`config.mk`:
```
export PLATFORM = sky130hd
export DESIGN_NAME = bmd_div
export DESIGN_NICKNAME = d
export VERILOG_FILES = /design/src/sv/binned_mean_1d_assert.svh /design/src/sv/bmd_pkg.sv /design/src/sv/bmd_div.sv
export SDC_FILE = /design/constraint.sdc
export NUM_CORES = 1
export LEC_CHECK = 0
export ABC_AREA = 0
export BUFFER_PORTS_ARGS = -buffer_cell sky130_fd_sc_hd__buf_2
export CAP_MARGIN = 5
export CORE_MARGIN = 2
export CORE_UTILIZATION = 49
export DETAILED_ROUTE_END_ITERATION = 8
export HOLD_SLACK_MARGIN = 0.03
export PLACE_DENSITY = 0.73
export SYNTH_ARGS = -nofsm -noshare
export SYNTH_HDL_FRONTEND = slang
export SYNTH_SLANG_ARGS = --single-unit
```
`constraint.sdc`:
```
create_clock -name clk_i -period 2.66 [get_ports clk_i]
set_input_delay 0.133 -clock clk_i [delete_from_list [all_inputs] [get_ports clk_i]]
set_output_delay 0.133 -clock clk_i [all_outputs]
set_load 0.1 [all_outputs]
```
`src/sv/binned_mean_1d_assert.svh`:
```
// Assertion macros shared by the binned mean block.
`ifndef BINNED_MEAN_1D_ASSERT_SVH
`define BINNED_MEAN_1D_ASSERT_SVH

// Same-cycle implication, sampled on clk_i, off during reset.
`define BMD_ASSERT_NOW(name, ante, cons, msg) \
  name: assert property (@(posedge clk_i) disable iff (!rst_ni) (ante) |-> (cons)) else $error(msg);

// Next-cycle implication, sampled on clk_i, off during reset.
`define BMD_ASSERT_NEXT(name, ante, cons, msg) \
  name: assert property (@(posedge clk_i) disable iff (!rst_ni) (ante) |=> (cons)) else $error(msg);

`endif

```
`src/sv/bmd_pkg.sv`:
```
// Shared types and constants of the binned mean block.
`timescale 1ns / 1ps
package bmd_pkg;

  localparam int unsigned DAT_W = 32;
  localparam int unsigned CNT_W = 24;
  localparam int unsigned SUM_W = 56;
  localparam int unsigned CFG_W = 6;
  localparam int unsigned IDX_W = 5;
  localparam int unsigned REPORT_MAX = 32;
  localparam logic [CNT_W-1:0] COUNT_SAT = {CNT_W{1'b1}};

  typedef enum logic [1:0] {
    KIND_CLEAR  = 2'd0,
    KIND_LOAD   = 2'd1,
    KIND_SAMPLE = 2'd2,
    KIND_DRAIN  = 2'd3
  } kind_e;

  typedef enum logic [2:0] {
    OP_NONE,
    OP_CLEAR,
    OP_LOAD,
    OP_CMP,
    OP_UPD
  } cell_op_e;

  typedef struct packed {
    cell_op_e           op;
    logic [DAT_W-1:0]   x;
    logic [DAT_W-1:0]   f;
  } cell_ctl_t;

endpackage

```
`src/sv/bmd_div.sv`:
```
// Restoring divider, one quotient bit per cycle, unsigned magnitudes.
`timescale 1ns / 1ps
module bmd_div import bmd_pkg::*; (
  input  logic              clk_i,
  input  logic              rst_ni,
  input  logic              start_i,
  input  logic [SUM_W-1:0]  dvd_i,
  input  logic [CNT_W-1:0]  dsr_i,
  output logic              done_o,
  output logic [SUM_W-1:0]  quot_o
);

  localparam int unsigned STEP_W = $clog2(SUM_W + 1);

  logic              run_q;
  logic              done_q;
  logic [STEP_W-1:0] step_q;
  logic [SUM_W-1:0]  dvd_q;
  logic [CNT_W-1:0]  rem_q;
  logic [CNT_W-1:0]  dsr_q;
  logic [CNT_W:0]    shifted;
  logic              take;

  assign shifted = {rem_q, dvd_q[SUM_W-1]};
  assign take    = shifted >= {1'b0, dsr_q};

  always_ff @(posedge clk_i or negedge rst_ni) begin
    if (!rst_ni) begin
      run_q  <= 1'b0;
      done_q <= 1'b0;
      step_q <= '0;
    end else begin
      done_q <= 1'b0;
      if (start_i && !run_q) begin
        run_q  <= 1'b1;
        step_q <= '0;
      end else if (run_q) begin
        step_q <= step_q + STEP_W'(1);
        if (step_q == STEP_W'(SUM_W - 1)) begin
          run_q  <= 1'b0;
          done_q <= 1'b1;
        end
      end
    end
  end

  always_ff @(posedge clk_i) begin
    if (start_i && !run_q) begin
      dvd_q <= dvd_i;
      dsr_q <= dsr_i;
      rem_q <= '0;
    end else if (run_q) begin
      rem_q <= take ? CNT_W'(shifted - {1'b0, dsr_q}) : shifted[CNT_W-1:0];
      dvd_q <= {dvd_q[SUM_W-2:0], take};
    end
  end

  assign done_o = done_q;
  assign quot_o = dvd_q;

endmodule

```
==> metrics.csv <==
metric;value;unit
status;complete, no violations;
met2 usage;0.411;
via density per instance;5.48;
Hold Crit Start;dvd_i[4];
GRT busiest layer;met2;
Slew HR;0.579;
Period minus WS final;2.61;ns
Placeable Area;11500;sq um
n_diodes;0;
post-synthesis sequential area ratio;0.532;
GPL Wtd Cong;0.904;
worst path arrival time;2.85;ns
global-route wire length before repair;24.8;mm
Synth top area share;0.414;
RR Endpoint;rem_q[22];
Layout Skew;0.0110;ns
post-route clock period utilization;0.981;
final hold viol count;0;
Crit Path Max Fanout;4;
CTS tree;done;
CTS H-tree lvls;3;
commonest cells in the synthesized netlist;204 x nand2_1, 80 x edfxtp_1, 29 x inv_1;
die area;12700;sq um
dominant synthesized flop cell;edfxtp_1;
Place WS;0.0304;ns
initial core utilization;0.506;
setup ws final;0.0492;ns
vias in the first global route;5180;
total gr overflow;0;
Nets;898;
Final setup viols;0;
Slew Limit Fails;0;
Final HPWL DP;10.1;mm
Synth Instances;588;
largest area contributor in the netlist;edfxtp_1;
most common cell in the netlist;nand2_1;
later-pin clock latency in the skew report;0.36;ns
I/O Pins;140;
Min-Delay Path Class;in2reg;
area grow syn2layout;31.5;%
Slew @ Worst Pin;0.616;ns
WL/cell;16.0;microns
initial antenna violation count;0;
# DRC;0;
Post-Synthesis Cell Area;5800;sq um
Seq cells post-synth;112;
max_cap viols;0;
Rows;39;
nature of the critical path startpoint;register;
Hold Path Cell Cnt;3;
Critical R2R Launch;quot_o[55];
CTS root buffer;clkbuf_16;
Required @ worst endpoint;2.90;ns
Peak Freq;0.383;GHz
hold_ws;0.0403;ns
kind of critical path;reg2reg;
Post-synth EDFFs;80;
Chip Height;113;microns
DRT antenna net count;0;
RSZ-0062 raised after global routing;yes;
DR iter-0 viols;315;
1st-pass router iterations;5;
layout cells sized above 1;0.247;
internal reg-to-reg setup slack;0.05;ns
Syn Nets;697;
Post-Syn Area per Cell;9.86;sq um
Critical Path Sink Type;register;
Num CTS Buffers;9;
synth top area cells;edfxtp_1 41%, nand2_1 13%, dfxtp_1 8.3%, ha_1 5.4%, dfrtp_1 3.5%;
Total GRT Usage;0.243;
Netlist cell types;56;
Hold EP;quot_o[4];
Syn. warnings;0;
via count;5131;
largest net degree at the start of global routing;44;
Post-synth ARST share;0.0714;
FF-to-FF path depth;11;
clock buffer depth;2;
Post-Route WL;15.0;mm
port buffer count;139;
grt met1 use;0.302;
CTS sink cnt;112;
met3 Usage GRT;0.0739;
Reg clk slew, reported paths;0.08;ns
Die Wd;113;microns
==> cell families (layout without fill, tap and decap cells) <==
kind of cell | count (synthesis) | in the layout | synth area share
xor+xnor | 21 | 21 | 0.0317
simple gates | 259 | 259 | 0.184
buf+inv | 55 | 261 | 0.0449
flops | 112 | 112 | 0.532
fa+ha+maj | 26 | 26 | 0.0574
mux | 6 | 6 | 0.0104
compound gates | 109 | 109 | 0.140
==> sequential cells by signal, summed over array words and instances, names as in the netlist <==
| name | count |
|---|---|
| step_q | 6 |
| run_q | 1 |
| done_o | 1 |
| dsr_q | 24 |
| rem_q | 24 |
| quot_o | 56 |
==> per-layer routing <==
| layer | vias to the layer above | part of all wire |
|---|---|---|
| li1 | 2468 | - |
| met1 | 2443 | 0.42 |
| met2 | 200 | 0.49 |
| met3 | 20 | 0.076 |
| met4 | 0 | 0.016 |
| met5 | - | 0 |
==> placed cells by master (no fill, tap or decap), types with 8 or more instances in the layout <==
master         count
nand3_1           19
buf_4             16
buf_2            139
a32oi_1            8
xnor2_1            9
o21ai_1            9
dlygate4sd3_1     59
dfxtp_1           24
ha_1              24
a21o_1             8
inv_1             27
nor2_1            11
a21oi_1           15
nand2_1          203
clkbuf_16          9
o21ai_0           13
o311ai_1          10
dfrtp_1            8
edfxtp_1          80
xor2_1            12
==> critical path, stage by stage, from the launching register on <==
cell,delay [ns]
edfxtp_1,0.41
inv_1,0.08
ha_2,0.19
fa_2,0.22
nor2b_2,0.05
o31a_1,0.27
o41a_1,0.39
o31a_1,0.32
a21o_1,0.21
a21oi_2,0.13
xor2_1,0.17
o21ai_2,0.06
==> metrics by stage <==
| stage | TNS (ns) | utilization | cell area (sq um) | instances |
|---|---|---|---|---|
| 3_5_place_dp | 0 | 0.582 | 6670 | 860 |
| 5_1_grt | -0.120 | 0.665 | 7630 | 937 |
| 3_3_place_gp | 0 | 0.582 | 6670 | 860 |
| 2_1_floorplan | -1.14 | - | 5800 | 588 |
| 6_report | 0 | 0.665 | 7630 | 937 |
| 4_1_cts | 0 | 0.662 | 7590 | 935 |
==> final cells by class <==
type / count / area [sq um]
clock inverter: 7 / 103
multi-input combinational: 421 / 2480
clock buffer: 9 / 225
fill: 890 / 3840
sequential: 112 / 3080
inverter: 29 / 109
timing repair buffer: 216 / 1450
tap: 143 / 179
==> worst max-delay path by stage <==
| stage | depth (start not counted) | start | to |
|---|---|---|---|
| floorplan | 11 | quot_o[55] | rem_q[22] |
| global placement | 11 | quot_o[55] | rem_q[22] |
| detailed placement | 11 | quot_o[55] | rem_q[22] |
| CTS | 11 | quot_o[55] | rem_q[22] |
| global route | 11 | quot_o[55] | rem_q[20] |
| finish | 11 | quot_o[55] | rem_q[22] |
==> timing repair <==
item / in CTS / in global routing
gates resized for setup: 0 / 6
hold endpoints to repair: 66 / 0
hold buffers: 59 / 0
buffers inserted: 0 / 2
endpoints found under the setup margin: 0 / 20
Power is left out: the tool's default activity adds up to more than one toggle a clock period on the data nets, which glitch-free logic cannot reach.
