`config.mk`:
```
export PLATFORM = sky130hd
export DESIGN_NAME = bmd_cell
export DESIGN_NICKNAME = d
export VERILOG_FILES = /design/src/sv/binned_mean_1d_assert.svh /design/src/sv/bmd_pkg.sv /design/src/sv/bmd_cell.sv
export SDC_FILE = /design/constraint.sdc
export NUM_CORES = 1
export LEC_CHECK = 0
export BUFFER_PORTS_ARGS = -buffer_cell sky130_fd_sc_hd__buf_4
export CORE_ASPECT_RATIO = 1.75
export CORE_MARGIN = 4
export CORE_UTILIZATION = 51
export CTS_BUF_LIST = sky130_fd_sc_hd__clkbuf_4 sky130_fd_sc_hd__clkbuf_8 sky130_fd_sc_hd__clkbuf_16
export DETAILED_ROUTE_END_ITERATION = 12
export PLACE_DENSITY_LB_ADDON = 0.1
export SKIP_LAST_GASP = 1
export SYNTH_ARGS = -nofsm -noshare
export SYNTH_HDL_FRONTEND = slang
export SYNTH_SLANG_ARGS = --single-unit
```
`constraint.sdc`:
```
create_clock -name clk_i -period 6.3 [get_ports clk_i]
set_clock_uncertainty 0.05 [all_clocks]
set_input_delay 0.315 -clock clk_i [delete_from_list [all_inputs] [get_ports clk_i]]
set_output_delay 0.315 -clock clk_i [all_outputs]
set_load 0.005 [all_outputs]
```
`src/sv/binned_mean_1d_assert.svh`:
```
// Assertion macros shared by the binned mean block.
`ifndef BINNED_MEAN_1D_ASSERT_SVH
`define BINNED_MEAN_1D_ASSERT_SVH

// Same-cycle implication, sampled on clk_i, off during reset.
`define BMD_ASSERT_NOW(name, ante, cons, msg) \
  name: assert property (@(posedge clk_i) disable iff (!rst_ni) (ante) |-> (cons)) else $error(msg);

// Next-cycle implication, sampled on clk_i, off during reset.
`define BMD_ASSERT_NEXT(name, ante, cons, msg) \
  name: assert property (@(posedge clk_i) disable iff (!rst_ni) (ante) |=> (cons)) else $error(msg);

`endif

```
`src/sv/bmd_pkg.sv`:
```
// Shared types and constants of the binned mean block.
`timescale 1ns / 1ps
package bmd_pkg;

  localparam int unsigned DAT_W = 32;
  localparam int unsigned CNT_W = 24;
  localparam int unsigned SUM_W = 56;
  localparam int unsigned CFG_W = 6;
  localparam int unsigned IDX_W = 5;
  localparam int unsigned REPORT_MAX = 32;
  localparam logic [CNT_W-1:0] COUNT_SAT = {CNT_W{1'b1}};

  typedef enum logic [1:0] {
    KIND_CLEAR  = 2'd0,
    KIND_LOAD   = 2'd1,
    KIND_SAMPLE = 2'd2,
    KIND_DRAIN  = 2'd3
  } kind_e;

  typedef enum logic [2:0] {
    OP_NONE,
    OP_CLEAR,
    OP_LOAD,
    OP_CMP,
    OP_UPD
  } cell_op_e;

  typedef struct packed {
    cell_op_e           op;
    logic [DAT_W-1:0]   x;
    logic [DAT_W-1:0]   f;
  } cell_ctl_t;

endpackage

```
`src/sv/bmd_cell.sv`:
```
// One cell of the chain: one break value and the bin that starts at it.
`timescale 1ns / 1ps
module bmd_cell import bmd_pkg::*; #(
  parameter int unsigned IDX = 0,
  parameter int unsigned NW  = 6
) (
  input  logic              clk_i,
  input  logic              rst_ni,
  input  cell_ctl_t         ctl_i,
  input  logic [NW-1:0]     loaded_i,
  input  logic [NW-1:0]     n_used_i,
  input  logic [DAT_W-1:0]  prev_brk_i,
  input  logic              prev_gt_i,
  input  logic              next_lt_i,
  output logic [DAT_W-1:0]  brk_o,
  output logic              gt_o,
  output logic              lt_o,
  output logic [CNT_W-1:0]  cnt_o,
  output logic [SUM_W-1:0]  sum_o
);

  logic [DAT_W-1:0] brk_q;
  logic             lt_q;
  logic [CNT_W-1:0] cnt_q;
  logic [SUM_W-1:0] sum_q;
  logic             filled;
  logic             in_use;
  logic             hit;

  assign filled = NW'(IDX) < loaded_i;
  assign in_use = NW'(IDX) < n_used_i;
  assign gt_o   = filled && ($signed(brk_q) > $signed(ctl_i.x));
  // bin k takes the sample when break k is below it and break k+1 is not, if bin k is in use and not saturated
  assign hit    = lt_q && !next_lt_i && (NW'(IDX + 1) < n_used_i) && (cnt_q != COUNT_SAT);

  always_ff @(posedge clk_i) begin
    if (ctl_i.op == OP_LOAD) begin
      if (prev_gt_i) begin
        brk_q <= prev_brk_i;
      end else if (gt_o || (NW'(IDX) == loaded_i)) begin
        brk_q <= ctl_i.x;
      end
    end
  end

  always_ff @(posedge clk_i or negedge rst_ni) begin
    if (!rst_ni) begin
      lt_q  <= 1'b0;
      cnt_q <= '0;
      sum_q <= '0;
    end else begin
      unique case (ctl_i.op)
        OP_CLEAR: begin
          cnt_q <= '0;
          sum_q <= '0;
        end
        OP_CMP: lt_q <= in_use && ($signed(brk_q) < $signed(ctl_i.x));
        OP_UPD: begin
          if (hit) begin
            cnt_q <= cnt_q + CNT_W'(1);
            sum_q <= sum_q + {{(SUM_W-DAT_W){ctl_i.f[DAT_W-1]}}, ctl_i.f};
          end
        end
        default: ;
      endcase
    end
  end

  assign brk_o = brk_q;
  assign lt_o  = lt_q;
  assign cnt_o = cnt_q;
  assign sum_o = sum_q;

endmodule

```
==> run_results.csv, run 1 <==
group,metric,value,unit
status,status,"completed",
clocking,cts_inserted_buffers,17,
clocking,clock_path_buffers,2,
global_route,grt_pass1_wl,40800,microns
power,swShare,0.315,
critical_path,start_kind,"flip-flop",
timing,maxSlewViolCount,0,
synthesis,yosysUniqueCellTypes,71,
critical_path,crit_path_max_fanout,17,
layout,regArea,2990,sq um
die,placementRows,62,
layout,fillers,1481,
die,dieArea,19000,sq um
critical_path,crit_chain,"ha_1 -> nor2b_1 -> o21ai_0 -> nand2b_1 -> a21oi_1 -> o21ai_0 -> a21o_1 -> a2111oi_1 -> mux2i_1 -> a311oi_1 -> o31a_1 -> buf_4",
layout,diodes,0,
critical_path,path_delay_family,"compound AO/OA/AOI/OAI gates",
die,pin_count,229,
routing,drc,0,
timing,fmax,257,MHz
die,die_x,106,microns
layout,multi_input_area,5250,sq um
layout,area_growth,28.8,%
timing,min_period_over_period,0.619,
synthesis,synth_top_cell_by_area,"dfrtp_1",
synthesis,syn_area_per_cell,8.78,sq um
critical_path,slowest_stage,"o31a_1",
layout,instances_no_fill,1426,
power,p_leak,5.54,nW
global_route,use_met3,0.0632,
timing,worst_pin_slew,1.12,ns
placed_design,dp_hpwl,19300,microns
clocking,cts_max_level,4,
synthesis,ys.warnings.count,0,
die,start_util,0.522,
critical_path,critical_path_class,"reg -> reg",
global_route,grt.total_usage,0.266,
routing,routedWlPerCell,17.8,microns
routing,wl,25400,microns
critical_path,critPathBufInv,1,
routing,final_antenna_net_count,0,
clocking,cts_tree,"built",
global_route,globalRouteMet2Util,0.505,
clocking,cts.sinks,113,
timing,rsz0062_at_grt,"false",
die,die_h,180,microns
critical_path,worstPathRequired,6.35,ns
layout,fin_nets,1393,
synthesis,synth.area.top_cells,"dfrtp_1, ha_1, edfxtp_1",
critical_path,endpoint_kind,"flip-flop",
power,ir_worst_vdd,0.000177,V
synthesis,synth.yosys.seq_area_share,0.348,
clocking,clk_latency,0.42,ns
clocking,post_cts.repair.setup_buffers,0,
placed_design,place.gp.congestion,0.894,
power,internal_power,1.72,mW
power,p_clk_frac,0.397,
placed_design,portBuffers,228,
synthesis,yosysTopAreaCellShare,0.236,
layout,drive_gt1_frac,0.238,
die,core,16400,sq um
synthesis,synth_flop_cell,"dfrtp_1",
layout,postLayoutCoreUtil,0.672,
global_route,use_met1,0.281,
timing,setup_viol,0,
global_route,grt_overflow_total,0,
global_route,grt_max_degree,119,
synthesis,synth_edf_count,32,
synthesis,netlist_area,8580,sq um
routing,vias_per_cell,5.62,
clocking,cts_resized,0,
clocking,hold_buffers,1,
power,switchingPower,0.791,mW
synthesis,synth-async-reset-ratio,0.717,
clocking,root_buffer,"clkbuf_16",
global_route,grt_pass1_vias,8190,
critical_path,worstPathArrival,3.95,ns
power,power.density,228,nW/um^2
power,power_frac_seq,0.337,
routing,first_pass_iters,4,
min_path,hold_path.class,"in -> reg",
synthesis,ys_ff_latch,113,
timing,layout_min_cycle_time,3.90,ns
timing,finalHoldWorstSlack,0.0772,ns
timing,hold_violations,0,
timing,fin_setup_tns,0,ns
job,drv_cap,0,
critical_path,cp_slowest_stage_delay,0.69,ns
min_path,hp-start,"ctl_i[64]",
synthesis,syn_nets,1181,
power,power,2.51,mW
timing,worst_slew_margin_rel,0.252,
power,power_frac_comb,0.266,
routing,initialDrtViolationCount,345,
global_route,gr-max-usage-layer,"met2",
critical_path,r2r-start,"brk_o[1]",
routing,vias,8012,
placed_design,placed_cells,1393,
critical_path,startpoint,"brk_o[1]",
critical_path,cpMostUsedCell,"o21ai_0",
clocking,clkTransAtPathRegs,0.06,ns
global_route,antenna_found_initial,0,
synthesis,synth_cells,977,
## path summary, 6_finish.rpt
kind	end	slack (ns)	cells past startpoint
min reg2reg	sum_o[16]	0.48	2
min in group asynchronous	sum_o[18]	0.30	2
max in group asynchronous	cnt_o[16]	4.79	3
min	sum_o[8]	0.08	2
max reg2reg	brk_o[7]	2.40	12
max	brk_o[7]	2.40	12
## cell type report
cell class                 count  share of cell area
multi-input combinational    777               0.475
inverter                      47              0.0160
timing repair buffer         233               0.159
clock inverter                13              0.0135
sequential                   113               0.270
tap                          224              0.0254
clock buffer                  19              0.0410
## through the flow
step	cell area, sq um	worst slack [ns]
floorplan	8580	2.67
global placement	10400	2.46
detailed placement	10400	2.38
CTS	11000	2.40
global route	11000	2.00
finish	11000	2.40
## cell families (layout without fill, tap and decap cells)
kind of cell,count (synthesis),in the layout,synth area share
and+or+nand+nor,317,317,0.185
AOI/OAI and AO/OA,301,301,0.224
DFF,113,113,0.348
adders and majority gates,89,89,0.131
buffers and inverters,87,312,0.0398
xor gates and xnor gates,66,66,0.0674
muxes,4,4,0.00481
## cell usage after synthesis (3+ instances only)
cell and count:
o21a_1 8, o31a_1 4, a311oi_1 5, or3_1 3, nor3b_1 6, a211oi_1 6, ha_1 88, nand4_1 22
o31ai_1 8, nand3_1 70, and4_1 5, buf_1 5, and3_1 14, clkbuf_1 23, inv_1 47, nor4_1 3
xnor2_1 32, nor2_1 55, o21ai_0 87, a21oi_1 59, dfrtp_1 81, a31oi_1 3, a21o_1 54, nand2b_1 3
o21bai_1 9, xor2_1 34, nor3_1 11, and2_1 4, o21ai_1 27, buf_2 12, nand3b_1 3, edfxtp_1 32
nor2b_1 6, nand2_1 97, mux2i_1 3
## flip-flops by register name, summed over array words and instances, names as in the netlist
register	cells
sum_o	56
cnt_o	24
lt_o	1
brk_o	32
## layout by cell type, fill, tap and decap left out, drive strengths merged, types with 3 or more instances in the layout
master,count
nor2b,6
a211oi,7
and4,5
and3,14
a31oi,4
mux2i,3
xor2,34
o21bai,10
buf,232
o31ai,9
dfrtp,81
edfxtp,32
nand4,22
o21a,8
inv,52
nor4,5
nand3,70
nand2,98
nor3b,7
or3,3
clkbuf,19
a21o,54
a311oi,6
nor3,12
clkinvlp,4
xnor2,32
o211ai,3
a21oi,61
and2,5
nand2b,3
o21ai,116
o31a,4
ha,88
nor2,55
nand3b,3
## metal layers
layer / part of all wire / vias up
met5: 0 / -
li1: - / 4008
met1: 0.37 / 3742
met2: 0.54 / 210
met4: 0.030 / 0
met3: 0.054 / 52
## power by group through the flow
stage | Clock, mW | Combinational, mW | Sequential, mW
2_1_floorplan | 0 | 0.412 | 0.856
3_3_place_gp | 0 | 0.658 | 0.859
3_5_place_dp | 0 | 0.664 | 0.861
4_1_cts | 1.01 | 0.670 | 0.848
5_1_grt | 1.04 | 0.746 | 0.854
6_report | 0.998 | 0.669 | 0.848
(Power assumes the default switching activity.)
==> inputs of run 2 (changes only) <==
clock period = 4.06 ns   (was 6.3 ns; I/O delays follow)
==> run 2 against run 1 <==
Power grew 55%; utilization grew 0.24 points; sequential power grew 54%; sequential share of layout area shrank 0.095 points; first-iteration DRC count grew 21%; hold slack lost 0.053 ns; routed wire length shrank 0.49%; non-clock buffer count grew 3; setup slack lost 1.7 ns; design area grew 0.35%; via count grew 1.2%.
==> run_results.csv, run 2 (synthesized netlist as in run 1, its figures left out) <==
group,metric,value,unit
timing,worst_pin_slew,1.15,ns
layout,diodes,0,
global_route,grt_pass1_wl,41000,microns
clocking,cts.sinks,113,
die,core,16400,sq um
routing,drc,0,
global_route,grt.total_usage,0.265,
timing,setup_viol,0,
routing,initialDrtViolationCount,419,
layout,instances_no_fill,1429,
routing,routedWlPerCell,17.7,microns
clocking,cts_max_level,4,
critical_path,crit_path_max_fanout,2,
layout,layout_commonest_cell,"buf_4",
critical_path,critPathBufInv,1,
clocking,clock_path_buffers,2,
critical_path,cp.depth,10,
die,placementRows,62,
status,status,"completed",
routing,vias_per_cell,5.68,
timing,fin_setup_tns,0,ns
clocking,post_cts.repair.setup_buffers,0,
clocking,clkTransAtPathRegs,0.05,ns
layout,postLayoutCoreUtil,0.674,
critical_path,slowest_stage,"a2111oi_1",
critical_path,crit_chain,"ha_1 -> a21o_1 -> a21o_1 -> a21oi_1 -> o21ai_0 -> a21o_1 -> a2111oi_1 -> mux2i_1 -> a311oi_1 -> buf_4",
timing,rsz0062_at_grt,"false",
layout,multi_input_area,5250,sq um
die,dieArea,19000,sq um
timing,worst_slew_margin_rel,0.231,
timing,maxSlewViolCount,0,
critical_path,endpoint_kind,"output pin",
placed_design,portBuffers,228,
die,start_util,0.522,
routing,wl,25200,microns
placed_design,place_area,10500,sq um
global_route,grt_overflow_total,0,
routing,final_antenna_net_count,0,
clocking,root_buffer,"clkbuf_16",
global_route,grt_pass1_vias,8375,
routing,first_pass_iters,5,
timing,fmax,294,MHz
job,drv_cap,0,
clocking,cts_tree,"built",
min_path,whs_path_depth,3,
routing,vias,8111,
critical_path,cp_slowest_stage_delay,0.47,ns
timing,min_period_over_period,0.839,
min_path,hold_path.class,"in -> reg",
power,power.density,350,nW/um^2
critical_path,r2r_cells,11,
global_route,grt_max_degree,117,
clocking,cts_inserted_buffers,17,
die,die_x,106,microns
layout,regArea,2990,sq um
timing,hold_violations,0,
placed_design,place.gp.congestion,0.917,
placed_design,placed_cells,1395,
clocking,clk_latency,0.42,ns
critical_path,critical_path_class,"reg -> out",
placed_design,dp_hpwl,19400,microns
global_route,antenna_found_initial,0,
critical_path,worstPathRequired,3.81,ns
layout,fin_nets,1396,
die,pin_count,229,
critical_path,path_delay_family,"compound AO/OA/AOI/OAI gates",
power,ir_worst_vdd,0.000267,V
layout,mostFrequentLayoutCells,"buf_4, nand2_1, ha_1",
critical_path,start_kind,"flip-flop",
die,die_h,180,microns
layout,fillers,1461,
critical_path,cpMostUsedCell,"a21o_1",
critical_path,worstPathArrival,3.15,ns
layout,final_area,11100,sq um
layout,drive_gt1_frac,0.239,
timing,layout_min_cycle_time,3.41,ns
layout,largest_reg_flops,56,
layout,area_growth,29.3,%
power,p_leak,5.56,nW
-- run 2: cell count changes in the layout (fill, tap and decap cells not counted), sizes merged --
cell / before / now
clkinv: 2 / 5
dlygate4sd3: 1 / 2
clkbuf: 19 / 20
inv: 52 / 48
buf: 232 / 234
-- run 2: path summary, 6_finish.rpt --
kind | start | end | slack [ns]
hold reg to reg | lt_o | lt_o | 0.47
setup / recovery | brk_o[5] | gt_o | 0.65
min in group asynchronous | rst_ni | sum_o[19] | 0.31
setup reg to reg | brk_o[5] | brk_o[1] | 0.70
max in group asynchronous | rst_ni | sum_o[9] | 2.70
hold / removal | prev_brk_i[14] | brk_o[14] | 0.02
-- run 2: final cells by class --
class / count / share of cell area
multi-input cells: 777 / 0.474
flip-flops and latches: 113 / 0.269
repair buffers: 236 / 0.161
clock buffers: 20 / 0.0425
well taps: 224 / 0.0253
inverters: 47 / 0.0159
clock inverters: 12 / 0.0118
-- run 2: layer usage --
metal  share of wire  wire [microns]  up-vias  GRT usage
li1                -               -     4003          -
met1            0.37            9290     3814      0.271
met2            0.55           13900      236      0.512
met3           0.054            1360       58     0.0646
met4           0.029             733        0     0.0944
met5               0               0        -          0
-- run 2: through the flow --
step	hold slack (ns)	setup slack, ns	power [mW]
after floorplan	-0.143	0.435	1.97
after global placement	0.228	0.800	2.36
after detailed placement	0.226	0.731	2.38
after CTS	0.0103	0.640	3.91
after global routing	0.0153	0.488	4.08
final	0.0243	0.654	3.89
-- run 2: where the power goes --
group          total (mW)  internal (mW)  switching (mW)
sequential           1.31           1.25          0.0646
clock                1.53          0.962           0.563
combinational        1.05          0.482           0.564
total                3.89           2.69            1.19
-- run 2: timing repair --
item                                   4_1_cts  5_1_grt
hold buffers                                 2        0
endpoints found under the hold margin       48        0
resized for setup                            0        0
-- run 2: tightest hold or removal path, cell delays in order --
cell and delay [ns]:
buf_4 0.08, nand2_1 0.04, o21ai_0 0.06
==> inputs of run 3 (changes only) <==
CORE_UTILIZATION = 49   (was 51)
clock period = 2.91 ns   (was 4.06 ns; I/O delays follow)
==> run 3 against run 2 <==
The flow now finishes with violations (setup timing); sequential power grew 40%; count of clock-buffer cells in the layout decreased by 2; utilization is 10 points higher; flip-flop and latch count is the same; sequential share of layout area fell by 4.5 points; power up 56%; first-iteration DRC count decreased by 2.6%.
==> run_results.csv, run 3 (synthesized netlist as in run 1, its figures left out) <==
group,metric,value,unit
status,status,"finished, violations left",
status,violations,"setup timing",
layout,mostFrequentLayoutCells,"buf_4, nand2_1, dfrtp_1",
critical_path,endpoint_kind,"flip-flop",
power,p_leak,6.50,nW
timing,hold_violations,0,
routing,vias_per_cell,5.62,
job,drv_cap,0,
die,die_h,183,microns
timing,min_period_over_period,1.04,
clocking,clkTransAtPathRegs,0.06,ns
power,power.density,455,nW/um^2
timing,worst_slew_margin_rel,0.542,
power,swShare,0.313,
routing,routedWlPerCell,17.9,microns
clocking,clk_latency,0.42,ns
clocking,root_buffer,"clkbuf_16",
global_route,grt_pass1_wl,44600,microns
placed_design,dp_hpwl,20700,microns
power,ir_worst_vdd,0.000351,V
power,power_frac_comb,0.332,
clocking,cts.sinks,113,
power,p_clk_frac,0.365,
layout,area_growth,55.0,%
power,switchingPower,1.90,mW
global_route,antenna_found_initial,0,
critical_path,start_kind,"flip-flop",
critical_path,startpoint,"brk_o[5]",
clocking,clock_path_buffers,2,
die,core,17100,sq um
clocking,cts_inserted_buffers,17,
global_route,grt_max_degree,117,
timing,finalHoldWorstSlack,0.00791,ns
global_route,grt_pass1_vias,9297,
routing,final_antenna_net_count,0,
power,internal_power,4.16,mW
layout,layout_commonest_cell,"buf_4",
clocking,cts_tree,"built",
timing,setup_viol,34,
die,pin_count,229,
critical_path,critical_path_class,"reg -> reg",
die,placementRows,63,
timing,fmax,329,MHz
routing,drc,0,
layout,fin_nets,1576,
min_path,hp-start,"prev_brk_i[27]",
layout,multi_input_area,5980,sq um
die,die_x,108,microns
layout,diodes,0,
layout,largest_reg_flops,56,
critical_path,r2r-start,"brk_o[5]",
placed_design,place.gp.congestion,0.907,
power,power_frac_seq,0.304,
global_route,grt.total_usage,0.283,
timing,worst_pin_slew,0.688,ns
layout,drive_gt1_frac,0.386,
routing,vias,9060,
critical_path,worstPathArrival,3.04,ns
critical_path,crit_path_max_fanout,32,
timing,maxSlewViolCount,0,
layout,postLayoutCoreUtil,0.778,
layout,regArea,2990,sq um
die,start_util,0.501,
timing,fin_setup_tns,-4.04,ns
global_route,grt_overflow_total,0,
die,dieArea,19800,sq um
critical_path,worstPathRequired,2.92,ns
routing,wl,28900,microns
timing,layout_min_cycle_time,3.04,ns
min_path,hold_path.class,"in -> reg",
placed_design,portBuffers,228,
timing,rsz0062_at_grt,"true",
timing,fin_ws,-0.126,ns
clocking,cts_max_level,4,
layout,fillers,1152,
routing,first_pass_iters,5,
routing,initialDrtViolationCount,408,
run 3: per-layer routing:
layer | track usage | vias up | share of wire
li1 | - | 4365 | -
met1 | 0.281 | 4301 | 0.35
met2 | 0.549 | 307 | 0.55
met3 | 0.0539 | 87 | 0.056
met4 | 0.129 | 0 | 0.042
met5 | 0 | - | 0
run 3: area by class of cell:
class | count | area share
flip-flops and latches | 113 | 0.225
multi-input cells | 777 | 0.450
inverters | 47 | 0.0135
repair buffers | 416 | 0.244
clock inverters | 14 | 0.0134
well taps | 227 | 0.0214
clock buffers | 18 | 0.0330
run 3: final timing paths:
| path | slack (ns) | cells after the start | end |
|---|---|---|---|
| max | -0.13 | 10 | brk_o[14] |
| min | 0.008 | 3 | brk_o[27] |
| max reg2reg | -0.13 | 10 | brk_o[14] |
| min reg2reg | 0.47 | 2 | lt_o |
| max in group asynchronous | 2.15 | 3 | sum_o[4] |
| min in group asynchronous | 0.23 | 3 | sum_o[18] |
run 3: worst max-delay path, cell delays in order, from the launching register on:
cell and delay, ns:
edfxtp_1 0.43, ha_4 0.24, a21o_1 0.15, a21o_1 0.18
a21oi_2 0.15, o21ai_2 0.08, a21o_1 0.19, a2111oi_4 0.32
mux2i_2 0.13, a311oi_2 0.28, o31a_4 0.47
run 3: repair_timing:
action | CTS | global route
setup endpoints to repair | 52 | 59
gates resized for setup | 39 | 85
setup buffers | 11 | 14
pin swaps | 24 | 47
hold buffers | 29 | 2
endpoints found under the hold margin | 108 | 2
run 3: through the flow:
step / total power, mW / worst slack [ns] / instances / cell area, sq um
after floorplan: 2.75 / -0.100 / 977 / 8600
after global placement: 3.54 / -0.241 / 1524 / 11500
after detailed placement: 3.57 / -0.336 / 1524 / 11500
after CTS: 5.89 / -0.154 / 1596 / 12700
after global routing: 6.35 / -0.255 / 1612 / 13300
final: 6.06 / -0.126 / 1612 / 13300
run 3: power groups by stage:
stage               Sequential, mW  Clock [mW]  Combinational [mW]
detailed placement            1.85           0                1.72
CTS                           1.83        2.23                1.83
floorplan                     1.85           0               0.896
global route                  1.85        2.30                2.20
global placement              1.85           0                1.69
finish                        1.84        2.21                2.01
